--- src/design/fcbs_pkg.sv ---
`timescale 1ns / 1ps
// ----------------------------------------------------------------------------
// fcbs_pkg
// Shared sizes, codes and types of the chained block byte stream.
// ----------------------------------------------------------------------------
package fcbs_pkg;

  localparam int NUM_BLOCKS  = 1024;
  localparam int BLOCK_BYTES = 1024;
  localparam int FIRST_ALLOC = 4;

  localparam int BLK_W     = $clog2(NUM_BLOCKS);
  localparam int PTR_W     = BLK_W + 1;
  localparam int POS_W     = $clog2(BLOCK_BYTES);
  localparam int LINK_W    = 16;
  localparam int STORE_AW  = BLK_W + POS_W;
  localparam int STORE_DEPTH = NUM_BLOCKS * (2 ** POS_W);

  localparam int KIND_W    = 2;
  localparam int BLOCK_FW  = 10;
  localparam int BYTE_W    = 8;
  localparam int STATUS_W  = 2;

  localparam int Q_DEPTH   = 2;
  localparam int Q_PTR_W   = $clog2(Q_DEPTH);
  localparam int Q_CNT_W   = $clog2(Q_DEPTH + 1);

  localparam logic [LINK_W-1:0] LINK_FREE = 16'hFFFF;
  localparam logic [LINK_W-1:0] LINK_END  = 16'h0000;
  localparam logic [LINK_W-1:0] LINK_ONE  = 16'h0002;

  typedef enum logic [KIND_W-1:0] {
    OP_OPEN  = 2'd0,
    OP_ALLOC = 2'd1,
    OP_PUT   = 2'd2,
    OP_GET   = 2'd3
  } op_kind_t;

  typedef enum logic [STATUS_W-1:0] {
    ST_OK   = 2'd0,
    ST_FULL = 2'd1,
    ST_END  = 2'd2
  } status_t;

  typedef struct packed {
    op_kind_t                kind;
    logic                    open_ok;
    logic [BLK_W-1:0]        blk;
    logic [BYTE_W-1:0]       data;
  } op_t;

  typedef struct packed {
    logic clearing;
  } back_stat_t;

endpackage

--- src/design/fcbs_queue.sv ---
`timescale 1ns / 1ps
// ----------------------------------------------------------------------------
// fcbs_queue
// Short first-in first-out queue of decoded operations between the two sides.
// ----------------------------------------------------------------------------
module fcbs_queue (
  input  logic          clk,
  input  logic          rst,
  input  logic          push,
  input  fcbs_pkg::op_t push_op,
  output logic          full,
  input  logic          pop,
  output logic          head_valid,
  output fcbs_pkg::op_t head
);

  fcbs_pkg::op_t                  slots [fcbs_pkg::Q_DEPTH];
  logic [fcbs_pkg::Q_PTR_W-1:0]   wr_ptr;
  logic [fcbs_pkg::Q_PTR_W-1:0]   rd_ptr;
  logic [fcbs_pkg::Q_CNT_W-1:0]   count;

  assign full       = (count == fcbs_pkg::Q_CNT_W'(fcbs_pkg::Q_DEPTH));
  assign head_valid = (count != '0);
  assign head       = slots[rd_ptr];

  always_ff @(posedge clk) begin
    if (push) begin
      slots[wr_ptr] <= push_op;
    end
  end

  always_ff @(posedge clk) begin
    if (rst) begin
      wr_ptr <= '0;
      rd_ptr <= '0;
      count  <= '0;
    end else begin
      if (push) begin
        wr_ptr <= wr_ptr + fcbs_pkg::Q_PTR_W'(1);
      end
      if (pop) begin
        rd_ptr <= rd_ptr + fcbs_pkg::Q_PTR_W'(1);
      end
      if (push && !pop) begin
        count <= count + fcbs_pkg::Q_CNT_W'(1);
      end else if (pop && !push) begin
        count <= count - fcbs_pkg::Q_CNT_W'(1);
      end
    end
  end

endmodule

--- config.mk ---
export PLATFORM = sky130hd
export DESIGN_NAME = fcbs_queue
export DESIGN_NICKNAME = d
export VERILOG_FILES = /design/src/design/fcbs_pkg.sv /design/src/design/fcbs_queue.sv
export SDC_FILE = /design/constraint.sdc
export NUM_CORES = 1
export LEC_CHECK = 0
export BUFFER_PORTS_ARGS = -buffer_cell sky130_fd_sc_hd__buf_4
export CORE_MARGIN = 5
export CORE_UTILIZATION = 30
export DETAILED_ROUTE_END_ITERATION = 8
export GPL_TIMING_DRIVEN = 0
export PLACE_DENSITY = 0.62
export SYNTH_ARGS = -nofsm -noshare
export SYNTH_HDL_FRONTEND = slang
export SYNTH_SLANG_ARGS = --single-unit
--- constraint.sdc ---
create_clock -name clk -period 1.76 [get_ports clk]
set_input_delay 0.088 -clock clk [delete_from_list [all_inputs] [get_ports clk]]
set_output_delay 0.088 -clock clk [all_outputs]
set_load 0.03 [all_outputs]
==> out/metrics.yaml, run 1 <==
synthesis:
  netlist_instances: 87
  synth.distinct_cells: 16
  ys_seq_elements: 47
  syn_avg_cell_area_sq_um: 19.7
  netlist_area_sq_um: 1720
  ys_seq_area_share_pct: 79.2
  synth_nets: 113
  ys_warn_count: 0
power_and_ir_drop:
  peakVddDrop_uv: 547
  leakagePower_nw: 0.971
  p_per_area_nw_per_um2: 1060
  totalPowerFinal_w: 0.00269
cells_and_area:
  antenna_cells: 0
  final_common_cell: "buf_4"
  nets: 190
  area_growth_syn_to_layout_pct: 47.3
  mostFrequentLayoutCells: "buf_4 (47), edfxtp_1 (42), dlygate4sd3_1 (22), mux2_2 (21)"
  drive_gt1_share_pct: 49.1
  fillers: 520
clocking:
  cts_buffers: 5
  cts_tree: "built"
  ctsLongestPathBuffers: 2
  post-cts-setup-buffer-count: 0
  clock_sinks: 47
  cts_max_level: 2
  clk_pin_slew_worst_paths_ns: 0.08
  clk_latency_ns: 0.29
  cts-root-buf: "clkbuf_8"
sta:
  fin_worst_skew_ns: 0.00907
  rsz0062_at_grt: "no"
  hold_slack_ns: 0.0717
  worst_slack_ns: 0.124
  final-max-slew-violation-count: 0
  finalCritPeriodShare_pct: 93.0
  clock.fmax_ghz: 0.611
  worstMarginPinSlew_ns: 1.05
  post-route-min-period_ns: 1.64
  maxSlewHeadroom_pct: 30.0
  final-setup-viol-count: 0
  final_hold_viol_count: 0
critical_path:
  cpPeakStageDelay_ns: 0.85
  crit_type: "reg -> reg"
  startpoint_type: "flip-flop"
  critPathMaxFanout: 21
  cp_num_buf_inv: 0
  required_ns: 1.67
  worstPathArrival_ns: 1.54
  critical_path.cell_chain: "and2_1"
  cpMaxStageDelayCell: "and2_1"
  crit_path_end_kind: "flip-flop"
  cpLargestDelayFamily: "simple AND/OR/NAND/NOR gates"
detailed_routing:
  avgRoutedWirePerCell_um: 13.5
  dr.pass1.iters: 3
  drc: 0
  antenna_left: 0
  routed_wl_um: 3210
  drt-initial-drc-count: 20
  vias_per_cell: 4.22
  via_count: 1000
job:
  drv_cap: 0
grt:
  grt_pass1_vias: 1112
  grt_max_degree: 22
  grt_overflow: 0
  grt_pass1_wl_um: 5050
  antenna_found_initial: 0
  grt_util_all_layers_pct: 9.16
worst_hold_path:
  min_path_type: "in -> reg"
floorplan:
  core_sq_um: 5540
  ios: 48
  dieArea_sq_um: 7340
  num_rows: 27
  die_h_um: 85.7
  initial_utilization_pct: 31.0
  die_w_um: 85.7
place:
  gp_congestion: 0.659
  io_buffers: 47
  post-place-ws_ns: 0.109
  place_hpwl_um: 2250
status:
  status: "complete, no violations"
power breakdown:
group | switching (W) | total, W | internal, W
sequential | 0.0000254 | 0.00132 | 0.00130
combinational | 0.000252 | 0.000476 | 0.000224
clock | 0.000324 | 0.000891 | 0.000567
cells in the mapped netlist (all sizes together):
cell type | n | area (sq um)
or3 | 1 | 6.26
xnor2 | 2 | 17.5
buf | 2 | 10.0
mux2 | 21 | 236
xor2 | 2 | 17.5
dfxtp | 5 | 100
or2 | 1 | 6.26
ha | 1 | 12.5
o21ai | 1 | 5.00
edfxtp | 42 | 1260
and2 | 1 | 6.26
nor2b | 1 | 6.26
and2b | 1 | 8.76
a21oi | 1 | 5.00
nor2 | 4 | 15.0
inv | 1 | 3.75
timing repair:
| item | CTS | global route |
|---|---|---|
| endpoints found under the hold margin | 47 | 0 |
| resized for setup | 0 | 0 |
| hold buffers | 22 | 0 |
registers in the layout, summed over array words and instances (netlist names), named ones only:
signal	count
count	2
rd_ptr	1
slots	42
wr_ptr	1
worst paths after layout:
check / start / to / slack [ns] / depth (start not counted)
worst max-delay path: wr_ptr / slots[1][11] / 0.12 / 1
worst min register to register: count[1] / count[1] / 0.54 / 2
worst max register to register: wr_ptr / slots[1][11] / 0.12 / 1
worst min-delay path: push / wr_ptr / 0.07 / 3
per-layer routing:
| layer | GRT usage, % | share of wire [%] | vias up |
|---|---|---|---|
| met2 | 17.4 | 57 | 30 |
| met1 | 8.73 | 36 | 485 |
| li1 | - | - | 480 |
| met3 | 3.75 | 5.6 | 5 |
| met4 | 3.31 | 1.5 | 0 |
| met5 | 0 | 0 | - |
logic make-up after synthesis:
| group | count (synthesis) | synth area share [%] |
|---|---|---|
| flip-flops | 47 | 79.2 |
| multiplexers | 21 | 13.8 |
| AND/OR/NAND/NOR | 9 | 2.84 |
| XOR/XNOR | 4 | 2.04 |
| buffers and inverters | 3 | 0.801 |
| AO/OA/AOI/OAI | 2 | 0.582 |
| adder cells (fa/ha/maj) | 1 | 0.728 |
layout make-up:
cell class                      instances  area, sq um  area share, %
Sequential cell                        47         1360           53.8
Timing Repair Buffer                   70          588           23.2
Multi-Input combinational cell         37          345           13.6
Tap cell                               72         90.1           3.56
Clock buffer                            6         72.6           2.87
Clock inverter                          2         60.1           2.37
Buffer                                  2         10.0          0.395
Inverter                                1         3.75          0.148
per-stage QoR:
| stage | cell area [sq um] | utilization, % | TNS (ns) | std cells |
|---|---|---|---|---|
| after global routing | 2530 | 45.7 | 0 | 237 |
| after global placement | 2160 | 39.0 | -9.15 | 206 |
| after detailed placement | 2180 | 39.3 | 0 | 207 |
| after floorplan | 1720 | - | 0 | 87 |
| final | 2530 | 45.7 | 0 | 237 |
| after CTS | 2530 | 45.7 | 0 | 237 |
Note: power is estimated with default switching activity, not from simulation.
==> inputs of run 2 (changes only) <==
--- a/config.mk
+++ b/config.mk
@@ -5,12 +5,13 @@
 export SDC_FILE = /design/constraint.sdc
 export NUM_CORES = 1
 export LEC_CHECK = 0
+export ABC_AREA = 1
 export BUFFER_PORTS_ARGS = -buffer_cell sky130_fd_sc_hd__buf_4
 export CORE_MARGIN = 5
 export CORE_UTILIZATION = 30
 export DETAILED_ROUTE_END_ITERATION = 8
 export GPL_TIMING_DRIVEN = 0
-export PLACE_DENSITY = 0.62
+export PLACE_DENSITY = 0.61
 export SYNTH_ARGS = -nofsm -noshare
 export SYNTH_HDL_FRONTEND = slang
 export SYNTH_SLANG_ARGS = --single-unit
==> run 2 against run 1 <==
First-iteration DRC count up 110%. Synthesized cell count up 13%. Critical endpoint is now head[13]. Routed wire length up 2.7%. Setup slack better by 0.17 ns.
==> out/metrics.yaml, run 2 <==
critical_path:
  r2r_setup_slack_ns: 0.30  # +0.18 ns
  r2r_start: "wr_ptr"
  worstPathArrival_ns: 1.38  # -0.16 ns
  crit_type: "reg -> out"
  r2r_cells: 2  # +1
  crit_path_end_kind: "output pin"
  timing.rr.end: "slots[1][6]"
  required_ns: 1.67  # about the same
  critPathMaxFanout: 10  # -52%
  startpoint_type: "flip-flop"
clocking:
  cts_tree: "built"
  ctsResizeCount: 0  # unchanged
  cts-root-buf: "clkbuf_8"
  clk_pin_slew_worst_paths_ns: 0.08  # about the same
  clk_latency_ns: 0.29  # about the same
  ctsLongestPathBuffers: 2  # unchanged
  cts_buffers: 5  # unchanged
  clock_sinks: 47  # unchanged
  cts_max_level: 2  # unchanged
cells_and_area:
  drive_gt1_share_pct: 44.9  # -4.2 points
  finalNonFillerCells: 251  # +5.9%
  mostFrequentLayoutCells: "buf_4 (47), edfxtp_1 (42), dlygate4sd3_1 (22), mux2_4 (20), inv_1 (9)"
  largest_register: "slots"
  antenna_cells: 0  # unchanged
  largest_register_ffs: 42  # unchanged
  final_common_cell: "buf_4"
  top_regs: "slots (42), count (2)"
  final_util_pct: 44.1  # -1.5 points
  design_area_sq_um: 2610  # +3.3%
  fillers: 523  # +0.58%
  nets: 201  # +5.8%
  area_growth_syn_to_layout_pct: 43.5
synthesis:
  netlist_area_sq_um: 1820  # +6.0%
  syn_avg_cell_area_sq_um: 18.6  # -5.9%
  yosysTopAreaCell: "edfxtp_1"
  synth-xor-area-share_pct: 0.481  # -1.6 points
  synth-simple-area-share_pct: 3.37  # +0.52 points
  synth.distinct_cells: 15  # -1
  yosys-top-cells-area: "edfxtp_1 (69%), mux2_4 (16%), dfxtp_1 (5.5%)"
  async_flop_share_pct: 0  # unchanged
  yosys.area_share.adder_pct: 0.687  # -0.042 points
  ys_seq_elements: 47  # unchanged
  yosysMostFrequentCell: "edfxtp_1"
  synthMuxAreaShare_pct: 17.1  # +3.3 points
  yosysTopAreaCellShare_pct: 69.2  # -4.2 points
  synth-main-ff-cell: "edfxtp_1"
  ys_top_cells_by_count: "edfxtp_1 (42), mux2_4 (20), inv_1 (9)"
  netlist_instances: 98  # +13%
  synth-compound-area-share_pct: 0.549  # -0.033 points
  ys_seq_area_share_pct: 74.7  # -4.5 points
  synth_nets: 124  # +9.7%
  synth_top_family_by_area: "multiplexers"
  ys_warn_count: 0  # unchanged
  synth-edff-count: 42  # unchanged
detailed_routing:
  avgRoutedWirePerCell_um: 13.1  # -3.0%
  dr.pass1.iters: 4  # +1
  antenna_left: 0  # unchanged
  drc: 0  # unchanged
  drt-initial-drc-count: 42  # +110%
  via_count: 1033  # +3.3%
  routed_wl_um: 3290  # +2.7%
  vias_per_cell: 4.12  # -2.5%
sta:
  final-setup-viol-count: 0  # unchanged
  rsz0062_at_grt: "no"
  hold_slack_ns: 0.0771  # +0.00541 ns
  fin_worst_skew_ns: 0.00466  # -0.00441 ns
  worstMarginPinSlew_ns: 0.883  # -0.167 ns
  maxSlewHeadroom_pct: 41.1  # +11 points
  finalCritPeriodShare_pct: 83.5  # -9.5 points
  final-max-slew-violation-count: 0  # unchanged
  setup_tns_ns: 0  # unchanged
  final_hold_viol_count: 0  # unchanged
  post-route-min-period_ns: 1.47  # -0.166 ns
  clock.fmax_ghz: 0.680  # +11%
grt:
  grt_util_all_layers_pct: 8.47  # -0.69 points
  grt_pass1_wl_um: 4800  # -4.9%
  antenna_found_initial: 0  # unchanged
  grt_pass1_vias: 1045  # -6.0%
  grt_max_degree: 23  # +4.5%
  grt_overflow: 0  # unchanged
floorplan:
  num_rows: 28  # +3.7%
  die_w_um: 87.9  # +2.6%
  dieArea_sq_um: 7730  # +5.3%
  initial_utilization_pct: 30.8  # -0.24 points
  core_sq_um: 5920  # +6.9%
  ios: 48  # unchanged
  die_h_um: 87.9  # +2.6%
power_and_ir_drop:
  peakVddDrop_uv: 379  # -31%
  p_per_area_nw_per_um2: 968  # -8.9%
  leakagePower_nw: 1.07  # +11%
worst_hold_path:
  min_path_type: "in -> reg"
  hp-start: "pop"
  hold-path-cell-count: 3  # unchanged
status:
  status: "complete, no violations"
place:
  io_buffers: 47  # unchanged
  post_dp_cell_area_sq_um: 2290  # +4.9%
  gp_congestion: 0.721  # +9.4%
  place_inst: 221  # +6.8%
  place_hpwl_um: 2380  # +5.6%
job:
  drv_cap: 0  # unchanged
==> run 2: changes by cell type after synthesis, sizes merged, moves of 2 or more <==
cell   delta
inv       +8
nand2     +6
nor2      +2
xor2      -2
==> run 2: where the power goes <==
part,internal [W],leakage [nW],switching [W]
clock network,0.000415,0.0556,0.000321
registers,0.00128,0.436,0.0000203
logic,0.000240,0.582,0.000247
==> run 2: worst max-delay path by stage <==
| stage | start | to | slack, ns | cells past startpoint |
|---|---|---|---|---|
| final | flip-flop | head[13] | 0.29 | 3 |
| after global routing | wr_ptr | slots[1][5] | 0.19 | 2 |
| after CTS | flip-flop | head[13] | 0.25 | 3 |
| after detailed placement | wr_ptr | slots[1][14] | 0.30 | 2 |
| after global placement | wr_ptr | slots[0][14] | -0.36 | 1 |
| after floorplan | wr_ptr | slots[0][0] | 0.14 | 1 |
==> run 2: worst max-delay path, cell delays in order, from the launching register on <==
cell	delay (ns)
dfxtp_1	0.40
buf_6	0.21
mux2_4	0.32
buf_4	0.17
==> run 2: cells by family (layout without fill, tap and decap cells) <==
family | after synthesis | count (layout)
flip-flops | 47 | 47
multiplexers | 21 | 21
AND/OR/NAND/NOR | 15 | 15
buffers and inverters | 11 | 89
AO/OA/AOI/OAI | 2 | 2
adder cells (fa/ha/maj) | 1 | 1
XOR/XNOR | 1 | 1
==> run 2: metal layers <==
| layer | global-route usage [%] | vias up | share of wire, % |
|---|---|---|---|
| met5 | 0 | - | 0 |
| met2 | 15.5 | 35 | 54 |
| met1 | 8.98 | 488 | 38 |
| li1 | - | 508 | - |
| met3 | 2.73 | 2 | 7.3 |
| met4 | 3.35 | 0 | 1.0 |
==> run 2: area by class of cell <==
type | instances | area, sq um | area share, %
inverter | 9 | 33.8 | 1.29
timing repair buffer | 70 | 588 | 22.5
multi-input combinational | 40 | 407 | 15.6
clock buffer | 5 | 68.8 | 2.63
sequential | 47 | 1360 | 52.1
tap | 75 | 93.8 | 3.59
clock inverter | 3 | 38.8 | 1.48
buffer | 2 | 22.5 | 0.862
==> run 2: timing repair <==
| item | CTS | global route |
|---|---|---|
| hold buffers | 22 | 0 |
| buffers inserted | 0 | 0 |
| hold endpoints to repair | 45 | 0 |
==> run 2: per-stage QoR <==
stage	setup slack, ns	power [W]
4_1_cts	0.253	0.00257
2_1_floorplan	0.137	0.00161
3_5_place_dp	0.295	0.00179
3_3_place_gp	-0.363	0.00177
5_1_grt	0.191	0.00265
6_report	0.290	0.00253
